## src/sv/icpr_pkg.sv

```systemverilog
// ----------------------------------------------------------------------------
// icpr_pkg
// Shared types and constants for the ICMP probe reply classifier.
// ----------------------------------------------------------------------------
package icpr_pkg;

   // Byte position saturates at this bound.
   localparam int MAX_PACKET_BYTES = 1024;
   localparam int POS_W            = $clog2(MAX_PACKET_BYTES + 1);
   // Offset arithmetic must hold both the position and H + 8 + L (up to 128).
   localparam int CMP_W            = ((POS_W > 8) ? POS_W : 8) + 1;

   localparam int HDR_W            = 6;
   localparam int ICMP_HDR_BYTES   = 8;

   localparam logic [7:0] ICMP_TYPE_ECHO_REPLY = 8'd0;
   localparam logic [7:0] ICMP_TIME_EXCEEDED   = 8'd11;

   localparam int CSR_IDX_W  = 1;
   localparam logic [CSR_IDX_W-1:0] CSR_EXPECTED_ID  = 1'd0;
   localparam logic [CSR_IDX_W-1:0] CSR_EXPECTED_SEQ = 1'd1;

   localparam int RSP_DATA_W = 72;

   typedef enum logic [2:0] {
      STATUS_ECHO_MATCH = 3'd0,
      STATUS_TE_MATCH   = 3'd1,
      STATUS_TOO_SHORT  = 3'd2,
      STATUS_OTHER_TYPE = 3'd3,
      STATUS_MISMATCH   = 3'd4
   } status_type;

   typedef struct packed {
      logic [31:0] dest_ip;
      logic [31:0] src_ip;
      status_type  status;
   } result_type;

endpackage

```

## src/sv/icpr_parser.sv

```systemverilog
// ----------------------------------------------------------------------------
// icpr_parser
// Per-packet header walker: captures addresses, type, id and sequence, and
// builds the classification on the last byte.
// ----------------------------------------------------------------------------
module icpr_parser (
   input  logic                   clock,
   input  logic                   reset,
   input  logic                   byte_take,
   input  logic [7:0]             pkt_byte,
   input  logic                   pkt_last,
   input  logic [15:0]            expected_id,
   input  logic [15:0]            expected_seq,
   output logic                   res_valid,
   output icpr_pkg::result_type   res
);

   logic [icpr_pkg::POS_W-1:0] pos_ff, pos_in;
   logic [icpr_pkg::HDR_W-1:0] outer_ff, outer_in;
   logic [icpr_pkg::HDR_W-1:0] inner_ff, inner_in;
   logic [7:0]                 type_ff, type_in;
   logic [15:0]                id_ff, id_in;
   logic [15:0]                seq_ff, seq_in;
   logic [31:0]                src_ff, src_in;
   logic [31:0]                dst_ff, dst_in;
   logic                       complete_ff, complete_in;

   always_comb begin
      logic [icpr_pkg::CMP_W-1:0] p;
      logic [icpr_pkg::CMP_W-1:0] h;
      logic [icpr_pkg::CMP_W-1:0] inner_start;
      logic [icpr_pkg::CMP_W-1:0] rel;
      logic                       take;

      pos_in      = pos_ff;
      outer_in    = outer_ff;
      inner_in    = inner_ff;
      type_in     = type_ff;
      id_in       = id_ff;
      seq_in      = seq_ff;
      src_in      = src_ff;
      dst_in      = dst_ff;
      complete_in = complete_ff;
      take        = 1'b0;
      rel         = '0;
      inner_start = '0;
      p           = icpr_pkg::CMP_W'(pos_ff);
      h           = '0;
      res_valid   = 1'b0;
      res         = '0;

      if (byte_take && (pos_ff < icpr_pkg::POS_W'(icpr_pkg::MAX_PACKET_BYTES))) begin
         pos_in = pos_ff + icpr_pkg::POS_W'(1);
         if (pos_ff == '0) begin
            outer_in = {pkt_byte[3:0], 2'b00};
         end
         h = icpr_pkg::CMP_W'(outer_in);
         if ((p >= icpr_pkg::CMP_W'(12)) && (p <= icpr_pkg::CMP_W'(15))) begin
            src_in = {src_ff[23:0], pkt_byte};
         end
         if ((p >= icpr_pkg::CMP_W'(16)) && (p <= icpr_pkg::CMP_W'(19))) begin
            dst_in = {dst_ff[23:0], pkt_byte};
         end
         if (p == h) begin
            type_in = pkt_byte;
         end
         if (p >= h) begin
            if (type_in == icpr_pkg::ICMP_TYPE_ECHO_REPLY) begin
               if ((p - h) < icpr_pkg::CMP_W'(icpr_pkg::ICMP_HDR_BYTES)) begin
                  take = 1'b1;
                  rel  = p - h;
               end
            end else if (type_in == icpr_pkg::ICMP_TIME_EXCEEDED) begin
               if (p == h + icpr_pkg::CMP_W'(icpr_pkg::ICMP_HDR_BYTES)) begin
                  inner_in = {pkt_byte[3:0], 2'b00};
               end
               inner_start = h + icpr_pkg::CMP_W'(icpr_pkg::ICMP_HDR_BYTES)
                           + icpr_pkg::CMP_W'(inner_in);
               if ((p >= inner_start) &&
                   ((p - inner_start) < icpr_pkg::CMP_W'(icpr_pkg::ICMP_HDR_BYTES))) begin
                  take = 1'b1;
                  rel  = p - inner_start;
               end
            end
         end
         if (take) begin
            case (rel[2:0])
               3'd4, 3'd5: id_in  = {id_ff[7:0], pkt_byte};
               3'd6:       seq_in = {seq_ff[7:0], pkt_byte};
               3'd7: begin
                  seq_in      = {seq_ff[7:0], pkt_byte};
                  complete_in = 1'b1;
               end
               default: ;
            endcase
         end
      end

      if (byte_take && pkt_last) begin
         res_valid     = 1'b1;
         res.src_ip    = src_in;
         res.dest_ip   = dst_in;
         if (icpr_pkg::CMP_W'(pos_in) <
             icpr_pkg::CMP_W'(outer_in) + icpr_pkg::CMP_W'(icpr_pkg::ICMP_HDR_BYTES)) begin
            res.status = icpr_pkg::STATUS_TOO_SHORT;
         end else if ((type_in != icpr_pkg::ICMP_TYPE_ECHO_REPLY) &&
                      (type_in != icpr_pkg::ICMP_TIME_EXCEEDED)) begin
            res.status = icpr_pkg::STATUS_OTHER_TYPE;
         end else if (!complete_in) begin
            res.status = icpr_pkg::STATUS_TOO_SHORT;
         end else if ((id_in != expected_id) || (seq_in != expected_seq)) begin
            res.status = icpr_pkg::STATUS_MISMATCH;
         end else if (type_in == icpr_pkg::ICMP_TYPE_ECHO_REPLY) begin
            res.status = icpr_pkg::STATUS_ECHO_MATCH;
         end else begin
            res.status = icpr_pkg::STATUS_TE_MATCH;
         end
         // The packet is finished, so the next byte starts a fresh walk.
         pos_in      = '0;
         outer_in    = '0;
         inner_in    = '0;
         type_in     = '0;
         id_in       = '0;
         seq_in      = '0;
         src_in      = '0;
         dst_in      = '0;
         complete_in = 1'b0;
      end
   end

   always_ff @(posedge clock) begin
      if (reset) begin
         pos_ff      <= '0;
         outer_ff    <= '0;
         inner_ff    <= '0;
         type_ff     <= '0;
         id_ff       <= '0;
         seq_ff      <= '0;
         src_ff      <= '0;
         dst_ff      <= '0;
         complete_ff <= 1'b0;
      end else begin
         pos_ff      <= pos_in;
         outer_ff    <= outer_in;
         inner_ff    <= inner_in;
         type_ff     <= type_in;
         id_ff       <= id_in;
         seq_ff      <= seq_in;
         src_ff      <= src_in;
         dst_ff      <= dst_in;
         complete_ff <= complete_in;
      end
   end

   a_pos_cleared_after_last: assert property (@(posedge clock) disable iff (reset)
      (byte_take && pkt_last) |=> (pos_ff == '0))
      else $error("byte position not cleared after last byte");

   a_pos_bounded: assert property (@(posedge clock) disable iff (reset)
      pos_ff <= icpr_pkg::POS_W'(icpr_pkg::MAX_PACKET_BYTES))
      else $error("byte position beyond its bound");

   a_complete_needs_bytes: assert property (@(posedge clock) disable iff (reset)
      complete_ff |-> (pos_ff >= icpr_pkg::POS_W'(icpr_pkg::ICMP_HDR_BYTES)))
      else $error("fields complete before eight bytes arrived");

endmodule

```

## src/sv/icpr_out_buf.sv

```systemverilog
// ----------------------------------------------------------------------------
// icpr_out_buf
// Two-entry result buffer that decouples the response side from the input.
// ----------------------------------------------------------------------------
module icpr_out_buf (
   input  logic                 clock,
   input  logic                 reset,
   input  logic                 wr_valid,
   input  icpr_pkg::result_type wr_data,
   output logic                 has_room,
   output logic                 rd_valid,
   input  logic                 rd_ready,
   output icpr_pkg::result_type rd_data
);

   icpr_pkg::result_type entry_ff [2];
   logic                 wr_ptr_ff, wr_ptr_in;
   logic                 rd_ptr_ff, rd_ptr_in;
   logic [1:0]           count_ff, count_in;
   logic                 rd_take;
   logic                 wr_take;

   assign has_room = (count_ff != 2'd2);
   assign rd_valid = (count_ff != 2'd0);
   assign rd_data  = entry_ff[rd_ptr_ff];
   assign rd_take  = rd_valid && rd_ready;
   assign wr_take  = wr_valid;

   always_comb begin
      wr_ptr_in = wr_ptr_ff ^ wr_take;
      rd_ptr_in = rd_ptr_ff ^ rd_take;
      count_in  = count_ff + {1'b0, wr_take} - {1'b0, rd_take};
   end

   always_ff @(posedge clock) begin
      if (reset) begin
         wr_ptr_ff <= 1'b0;
         rd_ptr_ff <= 1'b0;
         count_ff  <= 2'd0;
      end else begin
         wr_ptr_ff <= wr_ptr_in;
         rd_ptr_ff <= rd_ptr_in;
         count_ff  <= count_in;
      end
   end

   always_ff @(posedge clock) begin
      if (wr_take) begin
         entry_ff[wr_ptr_ff] <= wr_data;
      end
   end

   a_count_bounded: assert property (@(posedge clock) disable iff (reset)
      count_ff <= 2'd2)
      else $error("result buffer count out of range");

   a_no_write_when_full: assert property (@(posedge clock) disable iff (reset)
      wr_valid |-> has_room)
      else $error("result written into a full buffer");

   a_head_held_on_stall: assert property (@(posedge clock) disable iff (reset)
      (rd_valid && !rd_ready) |=> (rd_valid && $stable(rd_data)))
      else $error("head result changed while stalled");

endmodule

```

## src/sv/icmp_probe_reply_classifier.sv

```systemverilog
// ----------------------------------------------------------------------------
// icmp_probe_reply_classifier
// Classifies a received IPv4 packet as a reply to an outstanding probe.
//
//   Channel  Direction  Beat contents
//   req_     in         tdata: pkt_byte; tlast: last byte of the packet
//   rsp_     out        tdata: status, src_ip, dest_ip (one per packet)
//   csr_     in         index 0 expected_id, index 1 expected_seq
//
// One packet byte is taken every cycle while the result buffer has room;
// the per-byte work is a single pass through compare and capture logic
// ahead of the parser state registers; rsp_ reads from the result buffer.
// Reset is synchronous and clears all packet state and both registers.
// The two-entry result buffer stalls req_ only when it holds two results.
// ----------------------------------------------------------------------------
module icmp_probe_reply_classifier (
   input  logic                                  clock,
   input  logic                                  reset,
   // tdata[7:0] pkt_byte
   input  logic                                  req_tvalid,
   output logic                                  req_tready,
   input  logic [7:0]                            req_tdata,
   input  logic                                  req_tlast,
   // tdata[2:0] status, [34:3] src_ip, [66:35] dest_ip, [71:67] zero
   output logic                                  rsp_tvalid,
   input  logic                                  rsp_tready,
   output logic [icpr_pkg::RSP_DATA_W-1:0]       rsp_tdata,
   input  logic                                  csr_valid,
   output logic                                  csr_ready,
   input  logic [icpr_pkg::CSR_IDX_W-1:0]        csr_index,
   input  logic [15:0]                           csr_data
);

   logic [15:0]          exp_id_ff, exp_id_in;
   logic [15:0]          exp_seq_ff, exp_seq_in;
   logic                 byte_take;
   logic                 has_room;
   logic                 res_valid;
   icpr_pkg::result_type res;
   icpr_pkg::result_type head;

   assign csr_ready  = 1'b1;
   assign req_tready = has_room;
   assign byte_take  = req_tvalid && has_room;

   always_comb begin
      exp_id_in  = exp_id_ff;
      exp_seq_in = exp_seq_ff;
      if (csr_valid) begin
         case (csr_index)
            icpr_pkg::CSR_EXPECTED_ID:  exp_id_in  = csr_data;
            icpr_pkg::CSR_EXPECTED_SEQ: exp_seq_in = csr_data;
            default: ;
         endcase
      end
   end

   always_ff @(posedge clock) begin
      if (reset) begin
         exp_id_ff  <= '0;
         exp_seq_ff <= '0;
      end else begin
         exp_id_ff  <= exp_id_in;
         exp_seq_ff <= exp_seq_in;
      end
   end

   icpr_parser u_parser (
      .clock        (clock),
      .reset        (reset),
      .byte_take    (byte_take),
      .pkt_byte     (req_tdata),
      .pkt_last     (req_tlast),
      .expected_id  (exp_id_ff),
      .expected_seq (exp_seq_ff),
      .res_valid    (res_valid),
      .res          (res)
   );

   icpr_out_buf u_out_buf (
      .clock    (clock),
      .reset    (reset),
      .wr_valid (res_valid),
      .wr_data  (res),
      .has_room (has_room),
      .rd_valid (rsp_tvalid),
      .rd_ready (rsp_tready),
      .rd_data  (head)
   );

   assign rsp_tdata = {5'b0, head.dest_ip, head.src_ip, head.status};

endmodule
```

## config.mk

```make
export PLATFORM = sky130hd
export DESIGN_NAME = icmp_probe_reply_classifier
export DESIGN_NICKNAME = d
export VERILOG_FILES = /design/src/sv/icpr_pkg.sv /design/src/sv/icpr_parser.sv /design/src/sv/icpr_out_buf.sv /design/src/sv/icmp_probe_reply_classifier.sv
export SDC_FILE = /design/constraint.sdc
export NUM_CORES = 1
export LEC_CHECK = 0
export ABC_AREA = 1
export BUFFER_PORTS_ARGS = -buffer_cell sky130_fd_sc_hd__buf_2
export CORE_MARGIN = 8
export CORE_UTILIZATION = 30
export DETAILED_ROUTE_END_ITERATION = 7
export GPL_TIMING_DRIVEN = 1
export HOLD_SLACK_MARGIN = 0.1
export PLACE_DENSITY = 0.54
export SYNTH_ARGS = -nofsm -noshare
export SYNTH_HDL_FRONTEND = slang
export SYNTH_SLANG_ARGS = --single-unit
```

## constraint.sdc

```tcl
create_clock -name clock -period 6.55 [get_ports clock]
set_input_delay 0.3275 -clock clock [delete_from_list [all_inputs] [get_ports clock]]
set_output_delay 0.3275 -clock clock [all_outputs]
set_load 0.02 [all_outputs]
```

# After elaboration in Yosys (flattened, before gate mapping)
# Memory sizes are Yosys's and may differ from the RTL's. A register that Yosys moved wholly into a read port is not among the register bits.
# Index checks and enable logic that the tools add are counted.
dict set report totals {
  ram_bits 134
  memories 1
  word_cells 115
  register_bits 164
}
dict set report classes {
  muxes 47
  eq_ne 11
  reduce_logical 20
  bitwise_logic 4
  magnitude_cmp 10
  n_addsub 8
}
# name words word_bits rd rd_ports_with_merged_regs wr line
set memory_table {}
lappend memory_table {u_out_buf.entry_ff 2 67 1 1 1 icpr_out_buf.sv:16} ;# icpr_pkg::result_type entry_ff [2];
# op n
set op_table {}
lappend op_table {{$mux 32} 4}
lappend op_table {{$mux 16} 6}
lappend op_table {{$mux 67} 1}
lappend op_table {{$mux 6} 8}
lappend op_table {{$ne 16x16->1} 2}
lappend op_table {{$mux 3} 10}
lappend op_table {{$lt 12x4->1 const B} 2}
lappend op_table {{$mux 8} 3}
lappend op_table {{$logic_not 8->1} 2}
lappend op_table {{$add 6x4->7 const B} 2}
lappend op_table {{$mux 1} 14}
lappend op_table {{$add 12x6->12} 1}
lappend op_table {{$eq 11x12->1} 1}
lappend op_table {{$eq 3x3->1 const B} 4}
lappend op_table {{$ge 11x12->1} 1}
lappend op_table {{$lt 11x12->1} 1}
lappend op_table {{$sub 11x12->12} 1}
lappend op_table {{$sub 11x6->12} 1}
lappend op_table {{$add 11x1->11 const B} 1}
lappend op_table {{$eq 11x6->1} 1}
lappend op_table {{$ge 11x4->1 const B} 1}
lappend op_table {{$ge 11x5->1 const B} 1}
lappend op_table {{$ge 11x6->1} 1}
lappend op_table {{$le 11x4->1 const B} 1}
lappend op_table {{18 further kinds} 30}

# Logic depth before layout (Yosys ltp)
dict set report depth {
  word_depth 33
  depth_mapped 48
}

# By module
# From an unflattened synthesis, not the netlist that was laid out.
dict set report hier_totals {
  hier_cells 1721
  area_unflattened_um2 14581.5
}
# mod seq_area_each_um2 n_inst area_each_um2 cells_per_inst
set modules_own_cells {}
lappend modules_own_cells {icpr_parser 2562.5 1 8107.8 1292}
lappend modules_own_cells {icpr_out_buf 4103.9 1 5094.9 242}
lappend modules_own_cells {icmp_probe_reply_classifier 640.6 1 1378.8 187}

# Worst setup path after synthesis
# Ideal clock, no wire load.
dict set report synth_timing {
  path_kind {register to register}
  start {register u_parser.pos_ff[6] in the netlist's numbering}
  end {memory u_out_buf.entry_ff[0][0] in the netlist's numbering, data pin}
  arrival_time_ns 5.847
  stages_incl_launch_ff 44
  setup_time_ns 0.157
  period_less_slack_ns 6.004
  setup_slack_ns 0.546
  cell_sequence {dfxtp_1 inv_2 nand2_4 nor3_2 nand2_1 nor2_2 inv_2 o21ai_0 ha_1 inv_1 nand3_1 nor4_1 nand3_1 nand2_1 o21ai_0 ha_1 nand3_1 and2_1 [... 8 more ...] a21oi_1 nand3_1 o21ai_0 nand2_1 nor2_1 nand3_1 nand2_2 nand4_4 buf_4 nand2_1 nand3b_1 nand2_1 nand3_1 nor2_1 nand2_1 nor2_1 nand3_1 a21oi_1}
}
# item line
set synth_lines {}
lappend synth_lines {{from (decl)} icpr_parser.sv:18} ;# logic [icpr_pkg::POS_W-1:0] pos_ff, pos_in;
lappend synth_lines {{from (signal assigned)} icpr_parser.sv:143} ;# pos_ff <= pos_in;
lappend synth_lines {{to (decl)} icpr_out_buf.sv:16}

==> reports/metrics.csv <==
stage;metric;value;unit
clocking;clk_lat worst skew;0.54;ns
clocking;CTS root buf;clkbuf_16;
status;status;finished, final reports clean;
pwr;Pwr per Cell Area;342;nW/µm²
finish;fin nets;1989;
drt;total wire length;39100;µm
timing;unrepaired setup endpoints after global routing;true;
placed_design;dpl cell area;15700;µm²
synthesis;area of the mapped netlist;14200;µm²
critical_path;Worst Path Arrival;6.67;ns
clocking;Sink Count;298;
floorplan;placement row count;79;
critical_path;Worst R2R End;u_out_buf.entry_ff[1][0]$_DFFE_PP_;
timing;Final min period;6.28;ns
synthesis;#FFs+latches synth;298;
pwr;Peak VDD IR;0.180;mV
synthesis;top cells by count, synth;557 x nand2_1, 237 x nor2_1, 164 x dfxtp_1, 164 x inv_1, 134 x edfxtp_1;
synthesis;area leader, netlist;edfxtp_1;
pwr;Pwr Total;6000;µW
drt;Pre-Repair DR Iteration Count;5;
critical_path;CP top delay family;simple AND/OR/NAND/NOR gates;
timing;final setup fails;0;
finish;Core Util, Final;0.375;
critical_path;Critical-path top delay cell;ha_1;
synthesis;EDFF count, synth;134;
critical_path;reg2reg setup slack;0.27;ns
synthesis;ys async rst share;0;
global_route;first-pass GRT wire length;60300;µm
drt;Via Count;11700;
floorplan;Die W;234;µm
hold_path;worst min-delay path startpoint;req_tdata[6];
drt;Antenna Nets Post-Route;0;
clocking;clk buf depth;3;
finish;layout cells sized above 1;0.195;
floorplan;total core area;46700;µm²
synthesis;Post-synth top flop;dfxtp_1;
global_route;initial antenna violation count;0;
finish;Synth-to-Final Area Change;23.4;%
critical_path;r2r worst-path depth;44;
floorplan;IO Pins;106;
hold_path;Min-Delay Endpoint;u_parser.seq_ff[6]$_SDFF_PP0_;
placed_design;Port-buffer cells;99;
critical_path;reg-to-reg startpoint;u_parser.pos_ff[9]$_SDFF_PP0_;
synthesis;sequential share of the synthesized area;0.515;
critical_path;max incr delay on CP;0.37;ns
pwr;P_leak;0.00761;µW
critical_path;Crit Path Category;reg2reg;
floorplan;Initial Util;0.304;
placed_design;DP HPWL;26500;µm
global_route;pin count of the biggest net entering global routing;80;
synthesis;Mean Syn Cell Area;8.09;µm²
clocking;Worst-path clk slew;0.06;ns
critical_path;most frequent CP cell;nand2_1;
clocking;CTS tree;built;
hold_path;cell count of the worst hold path;3;
timing;slew margin rel.;0.407;
critical_path;startpoint types;flop;
critical_path;Max Fanout on Critical Path;8;
finish;post-route cell area;17500;µm²
critical_path;Required @ worst endpoint;6.94;ns
hold_path;Hold Path Class;in2reg;
synthesis;Post-Synthesis Cells;1755;
floorplan;die area;54500;µm²
timing;Worst Clk Skew;0.0244;ns
floorplan;Die Ht;234;µm
drt;# DRC;0;
drt;DR vias/cell;4.56;
timing;Worst-Margin Slew;0.889;ns
timing;Final period util;0.958;
clocking;number of buffers created by CTS;34;
global_route;GRT Resource Usage Total;0.139;
synthesis;Distinct cells, synth;44;
synthesis;count leader, synth;nand2_1;
timing;Final Hold Vio Count;0;
timing;final-report max-slew violation count;0;
drt;routed len/inst;15.3;µm
timing;Fmax achieved;0.159;GHz
drt;starting DRC count in detailed routing;629;
clocking;H-tree Lvls;2;
critical_path;Buf/Inv on CP;7;
finish;Inserted Diodes;0;
run;max-cap violations;0;
placed_design;RePlAce Congestion;0.849;
critical_path;crit path capture type;flop;
global_route;GR Overflow Total;0;
global_route;vias in the first global route;11200;
synthesis;synth warn;0;
synthesis;Area contributors post-synth;edfxtp_1 28%, dfxtp_1 23%, nand2_1 15%, nor2_1 6.3%, inv_1 4.3%;
synthesis;area share of the largest cell type after synthesis;0.283;
## layout by cell type (no fill, tap or decap), types with 36 or more instances in the layout
cell / instances
nand2_1: 519
inv_1: 162
dfxtp_1: 159
nor2_1: 228
nand4_1: 36
o21ai_0: 41
clkbuf_16: 39
buf_2: 99
edfxtp_1: 134
buf_4: 73
nand3_1: 54
a21oi_1: 81
## flip-flops by register name, summed over array words and instances, names as in the netlist
name,flops
u_parser.complete_ff,1
u_out_buf.count_ff,2
u_parser.outer_ff,6
u_out_buf.wr_ptr_ff,1
exp_id_ff,16
u_parser.seq_ff,16
exp_seq_ff,16
u_out_buf.rd_ptr_ff,1
u_parser.id_ff,16
u_parser.src_ff,32
u_parser.type_ff,8
u_out_buf.entry_ff,134
u_parser.dst_ff,32
u_parser.inner_ff,6
u_parser.pos_ff,11
## worst max-delay path by stage
stage	cells past startpoint	from	slack, ns	end
6_report	44	u_parser.pos_ff[9]$_SDFF_PP0_	0.27	u_out_buf.entry_ff[1][0]$_DFFE_PP_
3_5_place_dp	44	u_parser.pos_ff[9]$_SDFF_PP0_	0.03	u_out_buf.entry_ff[0][0]$_DFFE_PP_
5_1_grt	46	u_parser.pos_ff[9]$_SDFF_PP0_	-0.19	u_out_buf.entry_ff[1][0]$_DFFE_PP_
4_1_cts	45	u_parser.pos_ff[9]$_SDFF_PP0_	0.007	u_out_buf.entry_ff[1][0]$_DFFE_PP_
3_3_place_gp	44	u_parser.pos_ff[9]$_SDFF_PP0_	0.16	u_out_buf.entry_ff[0][0]$_DFFE_PP_
2_1_floorplan	43	u_parser.pos_ff[6]$_SDFF_PP0_	0.55	u_out_buf.entry_ff[0][0]$_DFFE_PP_
## worst register-to-register path, delay by kind of cell (launching register included)
family / cells / cell delay, ns
adders and majority gates: 3 / 0.96
and+or+nand+nor: 24 / 2.74
DFF: 1 / 0.36
xor gates and xnor gates: 2 / 0.28
AOI/OAI and AO/OA: 8 / 1.09
buffers and inverters: 7 / 0.72
## cell families (layout without fill, tap and decap cells)
logic type	count (synthesis)	after routing	synth area share
simple gates	961	961	0.288
flops	298	298	0.515
buf+inv	252	439	0.0701
compound gates	161	161	0.0612
fa+ha+maj	37	37	0.0342
mux	25	25	0.0197
xor+xnor	19	19	0.0117
other cells	2	6	0.000529
## layer usage
metal / part of all wire / vias to the layer above / global-route usage
met5: 0 / - / 0
met3: 0.048 / 67 / 0.0277
met4: 0.027 / 0 / 0.0458
li1: - / 5972 / -
met1: 0.46 / 5400 / 0.180
met2: 0.46 / 212 / 0.229
## what timing repair did
action / CTS / global route
buffers inserted: 0 / 15
pin swaps: 0 / 57
hold buffers: 17 / 0
endpoints found under the setup margin: 2 / 6
cloned: 0 / 2
hold endpoints to repair: 31 / 0
resized for setup: 1 / 125
## per-stage QoR
step | cells | worst slack (ns) | hold slack, ns | TNS, ns
detailed placement | 2458 | 0.0256 | 0.458 | 0
floorplan | 1759 | 0.546 | 0.425 | 0
CTS | 2536 | 0.00655 | 0.171 | 0
finish | 2553 | 0.273 | 0.182 | 0
global placement | 2458 | 0.159 | 0.444 | 0
global route | 2553 | -0.188 | 0.175 | -0.597
## cell type report
class,instances,area [µm²]
clock buffer,55,1030
timing repair buffer,198,1380
multi-input combinational,1209,6280
tap,607,759
fill,4835,29100
sequential,298,7320
inverter,180,691
clock inverter,6,56.3
## power by group
group,switching (µW),internal (µW),leakage [µW]
combinational,1400,665,0.00448
sequential,35.2,2040,0.00260
clock,740,1120,0.000531
total,2180,3820,0.00761
Power figures use the tool's default switching activity.
